$ cat src/rtl/lsf_pkg.sv
// Shared types and constants for the least-squares line fit store.
// Command/result transfer structs, opcode and status codes, sequencer enums.
// No dependencies.
`timescale 1ns / 1ps

package lsf_pkg;

	localparam int MAX_SAMPLES = 256;
	localparam int IDX_W       = $clog2(MAX_SAMPLES);
	localparam int COUNT_W     = 9;
	localparam int SMP_W       = 16;
	localparam int SUM_W       = 25;
	localparam int SQ_W        = 40;
	localparam int MUL_A_W     = 49;
	localparam int MUL_B_W     = 26;
	localparam int MUL_P_W     = MUL_A_W + MUL_B_W;
	localparam int DVS_W       = 56;
	localparam int QUO_W       = 16;
	localparam int DCNT_W      = $clog2(QUO_W);

	typedef enum logic [2:0] {
		OP_ADD    = 3'd0,
		OP_REMOVE = 3'd1,
		OP_FIND   = 3'd2,
		OP_PRED_Y = 3'd3,
		OP_PRED_X = 3'd4
	} opcode_t;

	typedef enum logic [1:0] {
		ST_OK      = 2'd0,
		ST_MISSING = 2'd1,
		ST_FULL    = 2'd2,
		ST_NOFIT   = 2'd3
	} status_t;

	typedef enum logic [2:0] {
		S_IDLE,
		S_FREE,
		S_FIND,
		S_MUL,
		S_DIV_SAT,
		S_DIV,
		S_FINISH
	} state_t;

	typedef enum logic [3:0] {
		STEP_NXY,
		STEP_TXTY,
		STEP_NXX,
		STEP_TXTX,
		STEP_NQ,
		STEP_T0,
		STEP_T1,
		STEP_DVS,
		STEP_SQXY,
		STEP_SQXX
	} step_t;

	typedef struct packed {
		logic [2:0]              opcode;
		logic signed [SMP_W-1:0] sample_x;
		logic signed [SMP_W-1:0] sample_y;
		logic signed [SMP_W-1:0] query_value;
	} cmd_t;

	typedef struct packed {
		logic [1:0]         status;
		logic               found;
		logic [QUO_W-1:0]   prediction;
		logic [COUNT_W-1:0] sample_count;
	} res_t;

endpackage

$ cat src/rtl/lsf_mul.sv
// Shared shift-add signed multiplier, one multiplier bit per cycle.
// Depends on lsf_pkg for operand and product widths.
`timescale 1ns / 1ps

module lsf_mul (
	input  logic                                 clk,
	input  logic                                 arst_n,
	input  logic                                 start,
	input  logic signed [lsf_pkg::MUL_A_W-1:0]   a,
	input  logic signed [lsf_pkg::MUL_B_W-1:0]   b,
	output logic                                 done,
	output logic signed [lsf_pkg::MUL_P_W-1:0]   product
);

	import lsf_pkg::*;

	localparam int CNT_W = $clog2(MUL_B_W);

	logic               busy_q;
	logic               done_q;
	logic [CNT_W-1:0]   cnt_q;
	logic [MUL_P_W-2:0] a_sh_q;
	logic [MUL_B_W-1:0] b_sh_q;
	logic [MUL_P_W-2:0] acc_q;
	logic               neg_q;
	logic [MUL_A_W-1:0] a_mag;
	logic [MUL_B_W-1:0] b_mag;
	logic [MUL_P_W-1:0] prod_mag;

	// operand magnitudes
	assign a_mag = a[MUL_A_W-1] ? MUL_A_W'(-a) : MUL_A_W'(a);
	assign b_mag = b[MUL_B_W-1] ? MUL_B_W'(-b) : MUL_B_W'(b);

	// control: busy for one cycle per multiplier bit, then pulse done
	always_ff @(posedge clk or negedge arst_n) begin
		if (!arst_n) begin
			busy_q <= 1'b0;
			done_q <= 1'b0;
			cnt_q  <= '0;
		end else begin
			done_q <= 1'b0;
			if (start) begin
				busy_q <= 1'b1;
				cnt_q  <= '0;
			end else if (busy_q) begin
				cnt_q <= cnt_q + 1'b1;
				if (cnt_q == CNT_W'(MUL_B_W - 1)) begin
					busy_q <= 1'b0;
					done_q <= 1'b1;
				end
			end
		end
	end

	// datapath: add shifted multiplicand when the current multiplier bit is set
	always_ff @(posedge clk) begin
		if (start) begin
			a_sh_q <= (MUL_P_W-1)'(a_mag);
			b_sh_q <= b_mag;
			acc_q  <= '0;
			neg_q  <= a[MUL_A_W-1] ^ b[MUL_B_W-1];
		end else if (busy_q) begin
			if (b_sh_q[0]) begin
				acc_q <= acc_q + a_sh_q;
			end
			a_sh_q <= a_sh_q << 1;
			b_sh_q <= b_sh_q >> 1;
		end
	end

	// restore the sign
	assign prod_mag = {1'b0, acc_q};
	assign product  = neg_q ? $signed(-prod_mag) : $signed(prod_mag);
	assign done     = done_q;

endmodule

$ cat config.mk
export PLATFORM = sky130hd
export DESIGN_NAME = lsf_mul
export DESIGN_NICKNAME = d
export VERILOG_FILES = /design/src/rtl/lsf_pkg.sv /design/src/rtl/lsf_mul.sv
export SDC_FILE = /design/constraint.sdc
export NUM_CORES = 1
export LEC_CHECK = 0
export ABC_AREA = 1
export BUFFER_PORTS_ARGS = -buffer_cell sky130_fd_sc_hd__buf_2
export CORE_MARGIN = 10
export CORE_UTILIZATION = 65
export DETAILED_ROUTE_END_ITERATION = 7
export GPL_TIMING_DRIVEN = 0
export MAX_ROUTING_LAYER = met4
export PLACE_DENSITY = 0.86
export SLEW_MARGIN = 15
export SYNTH_ARGS = -nofsm -noshare
export SYNTH_HDL_FRONTEND = slang
export SYNTH_SLANG_ARGS = --single-unit
$ cat constraint.sdc
create_clock -name clk -period 8.2 [get_ports clk]
set_input_delay 0.41 -clock clk [delete_from_list [all_inputs] [get_ports clk]]
set_output_delay 0.41 -clock clk [all_outputs]
set_load 0.01 [all_outputs]
==> key figures <==
Outcome
  • Status: finished, violations left
  • Failing checks: design-rule violations

CTS
  • Setup Buffers After CTS: 0
  • Hold-fix buffers, CTS: 1
  • CTS Buf Count: 17
  • Clk Latency, worst-skew pair: 460 ps
  • # clock sinks: about 180
  • Root Buffer: clkbuf_16
  • TritonCTS clock tree: done
  • H-tree levels: 4
  • Post-CTS Resized: 0
  • Worst-path clk slew: 80 ps
  • Clock buffer depth: 2

Cells and area
  • Share of layout cells above drive strength 1: 0.0716
  • Area of the multi-input gates: between 10000 and 15000 um^2
  • Final Instance Area: 19600 um^2
  • Fillers: 2316
  • Inserted Diodes: 0
  • Fin nets: between 3000 and 4000
  • Synth-to-layout area growth: 10.5%
  • Register area: 4440 um^2

Routing
  • Via/cell ratio: slightly below 6
  • Post-route ant nets: 0
  • Vias: around 20000
  • Post-Route WL: 64300 um
  • DR DRC count: 1
  • Iter 0 DRT Violations: 2249
  • Wire per inst: around 18 um
  • TritonRoute pass-1 iters: 8

Synthesis
  • Post-synthesis cell type count: 49
  • Ys async rst share: 0.0385
  • Prevailing post-synth register cell: dfxtp_1
  • Synth Register Bits: around 180
  • Seq/Total Area, Yosys: 0.251
  • Top post-synthesis cells by count: nand2_1 (841), inv_1 (526), nor2_1 (385)
  • Synth Net Count: ~3100
  • Synth top area share: 0.178
  • Count leader, synth: nand2_1
  • Largest cells by area after synthesis: nand2_1 (18%), edfxtp_1 (13%), dfxtp_1 (11%), inv_1 (11%), nor2_1 (8.2%)
  • Synthesized area per cell: 5.96 um^2
  • Cells after synthesis: about 3000
  • Post-synth top area cell: nand2_1
  • Syn. warnings: 0
  • Area of the mapped netlist: 17700 um^2
  • EDFF count, synth: 76

Timing
  • Count of pins over their slew limit: 0
  • Clk_skew: between 20 and 25 ps
  • F_max: between 200 and 300 MHz
  • Final Setup Violations: 0
  • Slew HR: 0.355
  • Post-layout min period: approximately 3600 ps
  • RSZ-0062 raised after global routing: false
  • Setup tns final: 0 ps
  • Worst slew pin tran: between 900 and 1000 ps
  • Hold Fails Final Rpt: 0
  • Fin crit share: 0.435

Global routing
  • First-pass GRT wire length: between 90000 and 100000 um
  • Vias in the first global route: ~19000
  • Total track usage: 0.377
  • Pin count of the biggest net entering global routing: 64
  • GR Overflow Total: 0
  • Initial antenna violation count: 0

Power
  • Worst vdd ir: around 0.14 mV
  • Tot Pwr: approximately 3.6 mW
  • Leak Pwr: 9.78 nW
  • Power Density: 186 nW/um^2

Die
  • Core ar.: 26900 um^2
  • IO Pins: around 150
  • Die Height: between 150 and 200 um
  • Starting Density: 0.659
  • Row Count: 60
  • DIE WIDTH: around 190 um
  • Die area: approximately 34000 um^2

Setup path
  • Critical path launch point type: flip-flop
  • Critical path data arrival time: around 3200 ps
  • Crit end category: output port
  • Critical path fanouts, max: 7
  • CP Class: reg2out
  • WP data required: ~8000 ps

Job
  • Max-cap violations: 0

Placed design
  • Routability cong.: between 1 and 1.5
  • Port bufs: ~150
  • Post-DP Area: around 19000 um^2
  • Final HPWL from detailed placement: approximately 53000 um

Min path
  • Hold crit path type: in2reg
## layout make-up
type,instances,area share
plain buffers,66,0.0132
clock buffers,17,0.0217
clock inverters,15,0.0107
inverters,528,0.101
multi-input cells,2197,0.564
flip-flops and latches,182,0.227
well taps,341,0.0218
repair buffers,153,0.0405
## worst max-delay path, cell delays in order, from the launching register on
cell     delay [ps]
dfxtp_1         380
inv_1           210
ha_1            230
inv_1            90
nor3_4          400
nand2_2         210
nor2_4          150
nand2_1         120
nor3_4          240
nand3_1         190
o21ai_2         160
xor2_1          150
buf_2           150
## cells in the final DEF, fill, tap and decap left out, drive strengths merged, types with 24 or more instances in the layout
cell type  netlist  layout
nand2          850     850
inv            526     536
nor2           395     395
o21ai          174     174
a21oi          169     169
buf              7     159
nand3          155     155
xor2           140     140
dfxtp           99      99
ha              78      78
edfxtp          76      76
clkbuf          59      76
nand4           59      59
nor3            37      37
a31oi           32      32
nor4            27      27
o22ai           24      24
## metal layers
| metal | part of all wire | track usage | up-vias | wire length, um |
|---|---|---|---|---|
| met5 | 0 | - | - | 0 |
| li1 | - | - | 9797 | - |
| met1 | 0.40 | 0.490 | 9087 | 25800 |
| met4 | 0.046 | 0.161 | 0 | 2930 |
| met2 | 0.42 | 0.561 | 1288 | 27000 |
| met3 | 0.13 | 0.0725 | 176 | 8500 |
## registers in the layout, indices dropped and copies added, names as in the netlist
register  cells
a_sh_q       74
acc_q        74
b_sh_q       26
busy_q        1
cnt_q         5
done          1
neg_q         1
## power breakdown
part	internal, mW	switching [mW]
Combinational	0.489	1.07
Clock	0.428	0.472
Sequential	1.05	0.137
Total	1.96	1.68
## per-stage QoR
| stage | utilization | setup WS, ps | hold slack (ps) | instances |
|---|---|---|---|---|
| 2_1_floorplan | - | 4710 | 114 | 2973 |
| 3_3_place_gp | 0.703 | 3800 | 246 | 3465 |
| 3_5_place_dp | 0.704 | 5150 | 250 | 3466 |
| 4_1_cts | 0.728 | 4670 | 235 | 3499 |
| 5_1_grt | 0.728 | 4470 | 244 | 3499 |
| 6_report | 0.728 | 4640 | 240 | 3499 |
## cell families after synthesis
family,after synthesis,synth area share
XOR/XNOR,156,0.0771
AND/OR/NAND/NOR,1546,0.364
flip-flops,182,0.251
buffers and inverters,594,0.126
AO/OA/AOI/OAI,416,0.125
adder cells (fa/ha/maj),79,0.0562
## final timing paths
kind | startpoint | end | slack [ps] | cells after the start
max | acc_q[0] | product[40] | 4640 | 12
min | start | neg_q | 240 | 1
min in group asynchronous | arst_n | busy_q | 310 | 2
min reg2reg | cnt_q[4] | cnt_q[4] | 480 | 1
max reg2reg | a_sh_q[2] | acc_q[63] | 5270 | 15
max in group asynchronous | arst_n | cnt_q[3] | 7730 | 2
No activity file was read; power rests on OpenSTA's default activity.
